==> src/hdl/lss_pkg.sv <==
`timescale 1ns / 1ps

package lss_pkg;

  // Request kinds carried on the input side.
  typedef logic [1:0] req_t;
  localparam req_t REQ_PUSH   = 2'd0;
  localparam req_t REQ_POP    = 2'd1;
  localparam req_t REQ_SEARCH = 2'd2;
  localparam req_t REQ_GET    = 2'd3;

  // Result status codes.
  typedef logic [2:0] status_t;
  localparam status_t ST_OK       = 3'd0;
  localparam status_t ST_EMPTY    = 3'd1;
  localparam status_t ST_NOTFOUND = 3'd2;
  localparam status_t ST_RANGE    = 3'd3;
  localparam status_t ST_FULL     = 3'd4;

  // Read address selection.
  typedef logic [1:0] rd_sel_t;
  localparam rd_sel_t SEL_TOP  = 2'd0;
  localparam rd_sel_t SEL_POS  = 2'd1;
  localparam rd_sel_t SEL_SCAN = 2'd2;

  // Fixed field widths.
  localparam int POS_W   = 6;
  localparam int COUNT_W = 7;
  localparam int WORD_W  = 32;

  // Commands from the controller to the datapath.
  typedef struct packed {
    logic    load;
    logic    push;
    logic    pop;
    logic    rd_en;
    rd_sel_t rd_sel;
    logic    scan_next;
    logic    cap_data;
    logic    cap_found;
    logic    set_status;
    status_t status;
    logic    emit;
  } cmd_t;

  // Status from the datapath to the controller.
  typedef struct packed {
    req_t req_type;
    logic empty;
    logic full;
    logic range_err;
    logic match;
    logic scan_last;
    logic out_free;
  } stat_t;

endpackage

==> src/hdl/lss_ctrl.sv <==
`timescale 1ns / 1ps

module lss_ctrl (
  input  logic          clk,
  input  logic          rst,
  input  logic          in_valid,
  output logic          in_ready,
  input  lss_pkg::stat_t stat,
  output lss_pkg::cmd_t  cmd
);
  import lss_pkg::*;

  localparam logic [2:0] S_IDLE = 3'd0;
  localparam logic [2:0] S_EXEC = 3'd1;
  localparam logic [2:0] S_WAIT = 3'd2;
  localparam logic [2:0] S_SCAN = 3'd3;
  localparam logic [2:0] S_OUT  = 3'd4;

  logic [2:0] state;
  logic [2:0] state_next;

  always_ff @(posedge clk) begin
    if (rst) begin
      state <= S_IDLE;
    end else begin
      state <= state_next;
    end
  end

  always_comb begin
    cmd        = '0;
    in_ready   = 1'b0;
    state_next = state;
    unique case (state)
      S_IDLE: begin
        in_ready = 1'b1;
        if (in_valid) begin
          cmd.load   = 1'b1;
          state_next = S_EXEC;
        end
      end
      S_EXEC: begin
        cmd.set_status = 1'b1;
        cmd.status     = ST_OK;
        unique case (stat.req_type)
          REQ_PUSH: begin
            if (stat.full) begin
              cmd.status = ST_FULL;
            end else begin
              cmd.push = 1'b1;
            end
            state_next = S_OUT;
          end
          REQ_POP: begin
            if (stat.empty) begin
              cmd.status = ST_EMPTY;
              state_next = S_OUT;
            end else begin
              cmd.rd_en  = 1'b1;
              cmd.rd_sel = SEL_TOP;
              cmd.pop    = 1'b1;
              state_next = S_WAIT;
            end
          end
          REQ_SEARCH: begin
            if (stat.empty) begin
              cmd.status = ST_EMPTY;
              state_next = S_OUT;
            end else begin
              cmd.rd_en  = 1'b1;
              cmd.rd_sel = SEL_TOP;
              state_next = S_SCAN;
            end
          end
          REQ_GET: begin
            if (stat.empty) begin
              cmd.status = ST_EMPTY;
              state_next = S_OUT;
            end else if (stat.range_err) begin
              cmd.status = ST_RANGE;
              state_next = S_OUT;
            end else begin
              cmd.rd_en  = 1'b1;
              cmd.rd_sel = SEL_POS;
              state_next = S_WAIT;
            end
          end
          default: state_next = S_OUT;
        endcase
      end
      S_WAIT: begin
        cmd.cap_data = 1'b1;
        state_next   = S_OUT;
      end
      S_SCAN: begin
        if (stat.match) begin
          cmd.set_status = 1'b1;
          cmd.status     = ST_OK;
          cmd.cap_found  = 1'b1;
          state_next     = S_OUT;
        end else if (stat.scan_last) begin
          cmd.set_status = 1'b1;
          cmd.status     = ST_NOTFOUND;
          state_next     = S_OUT;
        end else begin
          cmd.scan_next = 1'b1;
          cmd.rd_en     = 1'b1;
          cmd.rd_sel    = SEL_SCAN;
        end
      end
      S_OUT: begin
        if (stat.out_free) begin
          cmd.emit   = 1'b1;
          state_next = S_IDLE;
        end
      end
      default: state_next = S_IDLE;
    endcase
  end

endmodule

==> src/hdl/lss_datapath.sv <==
`timescale 1ns / 1ps

module lss_datapath #(
  parameter int DEPTH = 64
) (
  input  logic                               clk,
  input  logic                               rst,
  input  lss_pkg::cmd_t                      cmd,
  output lss_pkg::stat_t                     stat,
  input  lss_pkg::req_t                      in_req_type,
  input  logic signed [lss_pkg::WORD_W-1:0]  in_value,
  input  logic [lss_pkg::POS_W-1:0]          in_position,
  output logic                               out_valid,
  input  logic                               out_ready,
  output lss_pkg::status_t                   out_status,
  output logic signed [lss_pkg::WORD_W-1:0]  out_data,
  output logic [lss_pkg::POS_W-1:0]          out_found,
  output logic [lss_pkg::COUNT_W-1:0]        out_count,
  output logic                               out_empty
);
  import lss_pkg::*;

  localparam int AW    = (DEPTH > 1) ? $clog2(DEPTH) : 1;
  localparam int CW    = $clog2(DEPTH + 1);
  localparam int CMP_W = (CW > POS_W) ? CW : POS_W;

  logic [WORD_W-1:0] mem [DEPTH];
  logic [WORD_W-1:0] rd_data;

  logic [CW-1:0]     cnt;
  req_t              req_type;
  logic [WORD_W-1:0] value;
  logic [POS_W-1:0]  pos;
  logic [AW-1:0]     scan_idx;
  status_t           res_status;
  logic [WORD_W-1:0] res_data;
  logic [POS_W-1:0]  res_found;

  logic [CMP_W-1:0]  offset;
  logic [CMP_W-1:0]  addr_wide;
  logic [AW-1:0]     rd_addr;

  // Read address counted down from the top of the stack.
  always_comb begin
    case (cmd.rd_sel)
      SEL_POS:  offset = CMP_W'(pos);
      SEL_SCAN: offset = CMP_W'(scan_idx) + CMP_W'(1);
      default:  offset = '0;
    endcase
    addr_wide = CMP_W'(cnt) - CMP_W'(1) - offset;
    rd_addr   = addr_wide[AW-1:0];
  end

  always_ff @(posedge clk) begin
    if (cmd.push) begin
      mem[cnt[AW-1:0]] <= value;
    end
    if (cmd.rd_en) begin
      rd_data <= mem[rd_addr];
    end
  end

  always_ff @(posedge clk) begin
    if (rst) begin
      cnt <= '0;
    end else if (cmd.push) begin
      cnt <= cnt + CW'(1);
    end else if (cmd.pop) begin
      cnt <= cnt - CW'(1);
    end
  end

  always_ff @(posedge clk) begin
    if (cmd.load) begin
      req_type  <= in_req_type;
      value     <= in_value;
      pos       <= in_position;
      scan_idx  <= '0;
      res_data  <= '0;
      res_found <= '0;
    end
    if (cmd.scan_next) begin
      scan_idx <= scan_idx + AW'(1);
    end
    if (cmd.set_status) begin
      res_status <= cmd.status;
    end
    if (cmd.cap_data) begin
      res_data <= rd_data;
    end
    if (cmd.cap_found) begin
      res_found <= POS_W'(scan_idx);
    end
  end

  // Output register: a finished result waits here until it is taken.
  always_ff @(posedge clk) begin
    if (rst) begin
      out_valid <= 1'b0;
    end else if (cmd.emit) begin
      out_valid <= 1'b1;
    end else if (out_ready) begin
      out_valid <= 1'b0;
    end
  end

  always_ff @(posedge clk) begin
    if (cmd.emit) begin
      out_status <= res_status;
      out_data   <= res_data;
      out_found  <= res_found;
      out_count  <= COUNT_W'(cnt);
      out_empty  <= (cnt == '0);
    end
  end

  always_comb begin
    stat.req_type  = req_type;
    stat.empty     = (cnt == '0);
    stat.full      = (cnt == CW'(DEPTH));
    stat.range_err = (CMP_W'(pos) >= CMP_W'(cnt));
    stat.match     = (rd_data == value);
    stat.scan_last = ((CW'(scan_idx) + CW'(1)) == cnt);
    stat.out_free  = !out_valid || out_ready;
  end

endmodule

==> src/hdl/lifo_stack_with_search.sv <==
`timescale 1ns / 1ps
// Push and refused requests pass through decode to the output register; pop
// and get add a memory read before it, and a search reads the words from the
// top down until a match or the last stored word (up to DEPTH words). One
// request is handled at a time; a result waits while the output register is full.
// Synchronous active-high reset empties the stack; stored words are not cleared.

module lifo_stack_with_search #(
  parameter int DEPTH = 64
) (
  input  logic        clk,
  input  logic        rst,
  input  logic        s_tvalid,
  output logic        s_tready,
  input  logic [39:0] s_tdata,   // value[31:0], position[37:32], zero pad[39:38]
  input  logic [1:0]  s_tuser,   // req_type[1:0]
  output logic        m_tvalid,
  input  logic        m_tready,
  output logic [47:0] m_tdata,   // data_out[31:0], found_index[37:32], count[44:38],
                                 // is_empty[45], zero pad[47:46]
  output logic [2:0]  m_tuser    // status[2:0]
);
  import lss_pkg::*;

  // The controller steps through decode, memory read and the top-down search
  // walk; the datapath holds the stack memory, the fill count, the captured
  // request and the output register that parts the two sides.
  cmd_t  cmd;
  stat_t stat;

  status_t                   out_status;
  logic signed [WORD_W-1:0]  out_data;
  logic [POS_W-1:0]          out_found;
  logic [COUNT_W-1:0]        out_count;
  logic                      out_empty;

  lss_ctrl u_ctrl (
    .clk      (clk),
    .rst      (rst),
    .in_valid (s_tvalid),
    .in_ready (s_tready),
    .stat     (stat),
    .cmd      (cmd)
  );

  lss_datapath #(
    .DEPTH (DEPTH)
  ) u_datapath (
    .clk         (clk),
    .rst         (rst),
    .cmd         (cmd),
    .stat        (stat),
    .in_req_type (s_tuser),
    .in_value    (s_tdata[31:0]),
    .in_position (s_tdata[37:32]),
    .out_valid   (m_tvalid),
    .out_ready   (m_tready),
    .out_status  (out_status),
    .out_data    (out_data),
    .out_found   (out_found),
    .out_count   (out_count),
    .out_empty   (out_empty)
  );

  // Result fields are packed from the lowest bit up, with the pad held at zero.
  assign m_tdata = {2'b00, out_empty, out_count, out_found, out_data};
  assign m_tuser = out_status;

endmodule
==> config.mk <==
export PLATFORM = sky130hd
export DESIGN_NAME = lifo_stack_with_search
export DESIGN_NICKNAME = d
export VERILOG_FILES = /design/src/hdl/lss_pkg.sv /design/src/hdl/lss_ctrl.sv /design/src/hdl/lss_datapath.sv /design/src/hdl/lifo_stack_with_search.sv
export SDC_FILE = /design/constraint.sdc
export NUM_CORES = 2
export LEC_CHECK = 0
export BUFFER_PORTS_ARGS = -buffer_cell sky130_fd_sc_hd__buf_2
export CAP_MARGIN = 20
export CELL_PAD_IN_SITES_DETAIL_PLACEMENT = 1
export CELL_PAD_IN_SITES_GLOBAL_PLACEMENT = 1
export CORE_MARGIN = 2
export CORE_UTILIZATION = 31
export DETAILED_ROUTE_END_ITERATION = 10
export GPL_ROUTABILITY_DRIVEN = 0
export PLACE_DENSITY = 0.59
export SETUP_SLACK_MARGIN = 0.4
export SKIP_CTS_REPAIR_TIMING = 1
export SLEW_MARGIN = 10
export SYNTH_ARGS = -nofsm -noshare
export SYNTH_HDL_FRONTEND = slang
export SYNTH_SLANG_ARGS = --single-unit
==> constraint.sdc <==
create_clock -name clk -period 4.75 [get_ports clk]
set_input_delay 0.95 -clock clk [delete_from_list [all_inputs] [get_ports clk]]
set_output_delay 0.95 -clock clk [all_outputs]
set_load 0.1 [all_outputs]
### Yosys cells after proc, flatten, opt, wreduce, memory -nomap -nowiden

Memories as Yosys holds them, arrays and structs flattened. A register that Yosys moved wholly into a read port is not among the register bits.
Index checks and enable logic that the tools add are counted.

| storage, ports and cells | value |
|---|---|
| flip-flop bits (word level) | 147 |
| latch bits | 0 |
| RAM bits | 2,048 |
| memory bits (read-only) | 0 |
| bits of input ports | 46 |
| output and inout bits | 53 |
| word-level logic and storage cells | 100 |
| memories kept | 1 |

Memories:

| name | words | width | read ports | clocked after Yosys merged registers in | write ports | RTL line | source |
|---|---|---|---|---|---|---|---|
| u_datapath.mem | 64 | 32 | 1 | 1 | 1 | lss_datapath.sv:27 | `logic [WORD_W-1:0] mem [DEPTH];` |

| cells by class | value |
|---|---|
| add/sub/neg operators | 5 |
| $mul | 0 |
| div/mod/pow operators | 0 |
| magnitude comparators | 1 |
| equality and inequality tests | 15 |
| shift operators | 0 |
| multiplexer cells | 51 |
| bitwise operators | 0 |
| reduce and logical (&&, ||, !) cells | 12 |

Operators by type and width:

| kind | count |
|---|---|
| $mux W32 | 2 |
| $mux W3 | 13 |
| $eq A32 B32 Y1 | 1 |
| $mux W4 | 5 |
| $mux W6 | 3 |
| $pmux W3 S3 | 2 |
| $mux W1 | 17 |
| $pmux W3 S5 | 1 |
| $mux W7 | 2 |
| $pmux W3 S4 | 1 |
| $pmux W6 S2 | 1 |
| $reduce_bool A2 Y1 | 5 |
| $pmux W4 S2 | 1 |
| $add A6 B1 Y7 const B | 1 |
| $add A7 B1 Y7 const B | 1 |
| $eq A7 B7 Y1 | 1 |
| $eq A7 B7 Y1 const B | 1 |
| $ge A6 B7 Y1 | 1 |
| $logic_not A7 Y1 | 1 |
| $sub A7 B1 Y7 const B | 1 |
| $add A6 B1 Y6 const B | 1 |
| $eq A2 B2 Y1 const B | 3 |
| $eq A3 B2 Y1 const B | 2 |
| $pmux W3 S2 | 1 |
| 13 further kinds | 16 |

### Depth between registers and ports, before layout

| logic depth | value |
|---|---|
| depth after elaboration | 8 |
| gate-level depth with buffers | 21 |
| depth with buffers taken out | 19 |

### Modules after synthesis

A second synthesis with hierarchy kept.

| unflattened totals | value |
|---|---|
| cell total of the unflattened synthesis | 4,010 |
| area total of the unflattened synthesis | 86,197.7 µm² |

Modules (own cells, without submodules):

| module | times used | cells an instance | area each (µm²) | sequential area each (µm²) |
|---|---|---|---|---|
| lss_datapath | 1 | 3,948 | 85,734.7 | 66,704.0 |
| lss_ctrl | 1 | 58 | 436.7 | 60.1 |
| lifo_stack_with_search | 1 | 4 | 26.3 | 0.0 |

### Worst setup path after synthesis

No wires, ideal clock.

| timing path | value |
|---|---|
| path type | flip-flop to flip-flop |
| start point | register u_datapath.value[30] |
| end point | register u_datapath.rd_data[10] (read register of u_datapath.mem) (data pin) |
| arrival time | 4.995 ns |
| required time | 4.490 ns |
| path slack | -0.505 ns |
| cell stages (with the launch flop) | 21 |
| period minus slack after synthesis | 5.255 ns |
| cell sequence | edfxtp_1 -> xnor2_1 -> nand4_1 -> nor4_1 -> nand2_1 -> nand3_1 -> buf_1 -> inv_2 -> ha_1 -> nand2b_1 -> a21oi_1 -> ha_1 -> fa_1 -> clkbuf_1 -> clkbuf_1 -> buf_1 -> mux4_2 -> mux2i_1 -> mux2i_1 -> mux2i_1 -> mux2i_1 |

| on the way | value |
|---|---|
| cells in the longest elaborated chain, start to end | 6 |
| elaborated cells between the ends (all ways) | 7 |
| those cells by class | add/sub (1); eq/ne (3); mux (3) |

RTL lines:

| element | RTL line | source |
|---|---|---|
| from (decl) | lss_datapath.sv:32 | `logic [WORD_W-1:0] value;` |
| from (signal assigned) | lss_datapath.sv:76 | `value <= in_value;` |
| $eq A32 B32 Y1 (*) | lss_datapath.sv:122 | `stat.match = (rd_data == value);` |
| $mux W4 (*) | lss_ctrl.sv:96 | `if (stat.match) begin` |
| $pmux W3 S2 (*) | lss_ctrl.sv:34 | `unique case (state)` |
| $eq A2 B2 Y1 or $eq A2 B1 Y1 (tied branches) | lss_datapath.sv:45 | `case (cmd.rd_sel)` |
| $pmux W6 S2 | lss_datapath.sv:45 |  |
| $sub A6 B6 Y6 | lss_datapath.sv:50 | `addr_wide = CMP_W'(cnt) - CMP_W'(1) - offset;` |
| to (decl) | lss_datapath.sv:28 | `logic [WORD_W-1:0] rd_data;` |

Every way passes the cells marked *; elsewhere a longest branch is shown, timed or not.
A chain may end at the register's enable or synchronous reset.

### Final worst setup path

| timing path | value |
|---|---|
| start point | register u_datapath.rd_data[18] (read register of u_datapath.mem) |
| end point | register u_datapath.rd_data[25] (read register of u_datapath.mem) (data pin) |

| on the way | value |
|---|---|
| cells in the longest elaborated chain, start to end | 6 |
| elaborated cells between the ends (all ways) | 7 |
| those cells by class | add/sub (1); eq/ne (3); mux (3) |

RTL lines:

| element | RTL line |
|---|---|
| $eq A32 B32 Y1 (*) | lss_datapath.sv:122 |
| $mux W4 (*) | lss_ctrl.sv:96 |
| $pmux W3 S2 (*) | lss_ctrl.sv:34 |
| $eq A2 B2 Y1 or $eq A2 B1 Y1 (tied branches) | lss_datapath.sv:45 |
| $pmux W6 S2 | lss_datapath.sv:45 |
| $sub A6 B6 Y6 | lss_datapath.sv:50 |

Marks and branches as above.

==> impl_metrics.py <==
metrics = {
    "placed_design": {
        "io_buffer_count": 94,
        "dp_hpwl_um": 150000,
    },
    "yosys": {
        "synth_top_family_by_area": "multiplexers",
        "synthXorXnorAreaFrac_pct": 0.654,
        "synth-simple-area-share_pct": 3.57,
        "synth-seq-cells": 2227,
        "synthCells": 3993,
        "synth_ff_type": "edfxtp_1",
        "syn-cell-area_sq_mm": 0.0861,
        "postSynthAreaPerCell_sq_um": 21.6,
        "synthMuxAreaShare_pct": 16.4,
        "synth-edff-count": 2216,
        "async_flop_share_pct": 0,
        "ys_warn_count": 0,
        "synth_adder_area_share_pct": 0.328,
        "synth_compound_area_share_pct": 0.385,
        "ys_types": 59,
        "yosysSeqAreaShare_pct": 77.5,
    },
    "floorplan": {
        "dieArea_sq_mm": 0.282,
        "initial_utilization_pct": 31.2,
        "fp.dieW_um": 531,
        "die-height_um": 531,
        "ioPinCount": 99,
        "rows": 193,
        "core_area_sq_mm": 0.276,
    },
    "clock_network": {
        "cts_root_buf": "clkbuf_16",
        "numCtsBuffers": 222,
        "cts_tree": "built",
        "cts_max_path_buffers": 4,
        "clock-sinks": 2227,
        "htree_levels": 4,
        "path_clk_slew_ns": 0.07,
        "clk_latency_ns": 0.88,
    },
    "detailed_routing": {
        "drt_drc_violations_left": 0,
        "wl_met1_um": 108000,
        "via_count": 44300,
        "firstDrtPassIters": 5,
        "met2_length_um": 124000,
        "viasPerCell": 5.15,
        "wl_met3_um": 19800,
        "finalWirelength_um": 261000,
        "wire_per_inst_um": 30.3,
        "drtIter0Drc": 4975,
        "highest_layer": "met5",
        "detail-route-antenna-nets": 0,
    },
    "global_routing": {
        "grt_pass1_vias": 45300,
        "overflow": 0,
        "grt_max_degree": 65,
        "antenna_found_initial": 24,
        "grt_pass1_wl_um": 355000,
        "grt_usage_pct": 17.9,
    },
    "setup_path": {
        "ff2ff_setup_slack_ns": -0.42,
        "path_cells": "xnor2_2 > buf_4 > nand4_1 > nor4_2 > buf_4 > nand2_4 > nand3_4 > inv_4 > ha_4 > a22oi_2 > or2_4 > inv_2 > fa_4 > buf_12 > buf_6 > buf_12 > buf_12 > clkbuf_16 > mux4_2 > mux2i_1 > mux2i_2 > mux2i_1 > buf_4 > mux2i_1",
        "crit_type": "reg -> reg",
        "rr_startpoint": "u_datapath.rd_data[18]$_DFFE_PP_",
        "slowest_delay_ns": 0.86,
        "cp_slowest_cell": "fa_4",
        "cp-start-kind": "flop",
        "cpLargestDelayFamily": "buffers and inverters",
        "critPathArrivalTime_ns": 5.77,
        "worstPathRequired_ns": 5.35,
        "cp_num_buf_inv": 10,
        "crit_start": "u_datapath.rd_data[18]$_DFFE_PP_",
        "crit_path_end_kind": "flop",
        "critPathMaxFanout": 11,
    },
    "timing": {
        "grt_setup_unrepaired": "true",
        "fin_setup_tns_ns": -11.66,
        "clock_skew_ns": 0.0698,
        "setup_viol": 32,
        "relSlewSlack_pct": 31.0,
        "drv_slew": 0,
        "worst_slack_ns": -0.424,
        "max_freq_mhz": 193,
        "period_minus_slack_ns": 5.17,
        "finalCritPeriodShare_pct": 109,
        "tightestPinTransition_ns": 1.03,
        "hold_violations": 0,
    },
    "finish": {
        "layout_commonest_cell": "edfxtp_1",
        "nets": 4780,
        "final_util_pct": 37.9,
        "drive_above_1_share_pct": 34.5,
        "synthToLayoutAreaGrowth_pct": 21.6,
        "final_cell_mix": "edfxtp_1, mux4_2, buf_4",
    },
    "pwr": {
        "vdd_drop_max_uv": 316,
        "p_leak_nw": 32.7,
        "power.density_mw_per_mm2": 462,
    },
    "run_status": {
        "violations": "negative setup slack",
        "status": "finished, violations left",
    },
    "hold_path": {
        "hp-start": "s_tdata[30]",
        "hp-class": "in -> reg",
    },
    "flow_run": {
        "max-cap-violations": 0,
    },
}
==> power by group <==
part	internal, W	switching (W)
combinational	0.00372	0.00544
sequential	0.0221	0.0000835
clock	0.00965	0.00747
==> final cells by class <==
type / instances / area, sq um
fill: 26600 / 172000
sequential: 2227 / 66800
multi-input combinational: 1534 / 19600
timing repair buffer: 710 / 6770
clock buffer: 280 / 5860
tap: 3705 / 4640
clock inverter: 119 / 1030
inverter: 17 / 66.3
antenna: 9 / 22.5
==> final timing paths <==
check,cells after the start,endpoint
setup / recovery,24,u_datapath.rd_data[25]$_DFFE_PP_
hold / removal,1,u_datapath.value[30]$_DFFE_PP_
setup reg to reg,24,u_datapath.rd_data[25]$_DFFE_PP_
hold reg to reg,0,u_datapath.out_data[13]$_DFFE_PP_
==> cell families after synthesis <==
logic type / after synthesis
AO/OA/AOI/OAI: 45
XOR/XNOR: 61
adder cells (fa/ha/maj): 22
buffers and inverters: 233
flip-flops: 2227
multiplexers: 769
other: 1
AND/OR/NAND/NOR: 635
==> metal layers <==
metal,vias to the layer above,track usage (%)
met2,1672,28.9
met4,6,5.77
met3,348,3.34
li1,18000,-
met1,24200,24.3
met5,-,0
==> flip-flops by register name, indices dropped and copies added (netlist names) <==
signal / cells
u_datapath.cnt: 7
u_datapath.out_empty: 1
u_ctrl.state: 3
u_datapath.out_valid: 1
u_datapath.value: 32
u_datapath.out_found: 6
u_datapath.res_found: 6
u_datapath.out_status: 3
u_datapath.mem: 2048
u_datapath.out_count: 7
u_datapath.scan_idx: 6
u_datapath.rd_data: 32
u_datapath.res_data: 32
u_datapath.pos: 6
u_datapath.req_type: 2
u_datapath.res_status: 3
u_datapath.out_data: 32
==> synthesized netlist by cell type (4+ instances only) <==
master,number,area [sq um]
mux4_2,512,11500
nor3_1,9,45.0
buf_1,36,135
nand2b_1,9,56.3
clkbuf_1,108,405
buf_6,5,56.3
nand2_1,275,1030
nand4_1,171,1070
nand3_1,16,80.1
inv_1,14,52.6
o21ai_0,4,20.0
dfxtp_1,11,220
a21o_1,7,52.6
xor2_1,6,52.6
nor3b_1,4,30.0
buf_2,64,320
a21oi_1,15,75.1
mux2i_1,257,2570
ha_1,21,263
nor2_1,87,327
and2_1,39,244
edfxtp_1,2216,66500
or2_2,6,37.5
xnor2_1,52,455
==> metrics by stage <==
step | hold slack, ns | setup slack (ns) | power [W] | cells | area, sq um
floorplan | 0.400 | 0.179 | 0.0265 | 3994 | 86700
global placement | 0.403 | -0.917 | 0.0308 | 8099 | 95800
detailed placement | 0.406 | -1.07 | 0.0309 | 8099 | 95800
CTS | 0.227 | -1.05 | 0.0479 | 8498 | 103000
global route | 0.245 | -0.586 | 0.0497 | 8593 | 105000
finish | 0.277 | -0.424 | 0.0484 | 8601 | 105000
No activity file was read; power rests on OpenSTA's default activity.
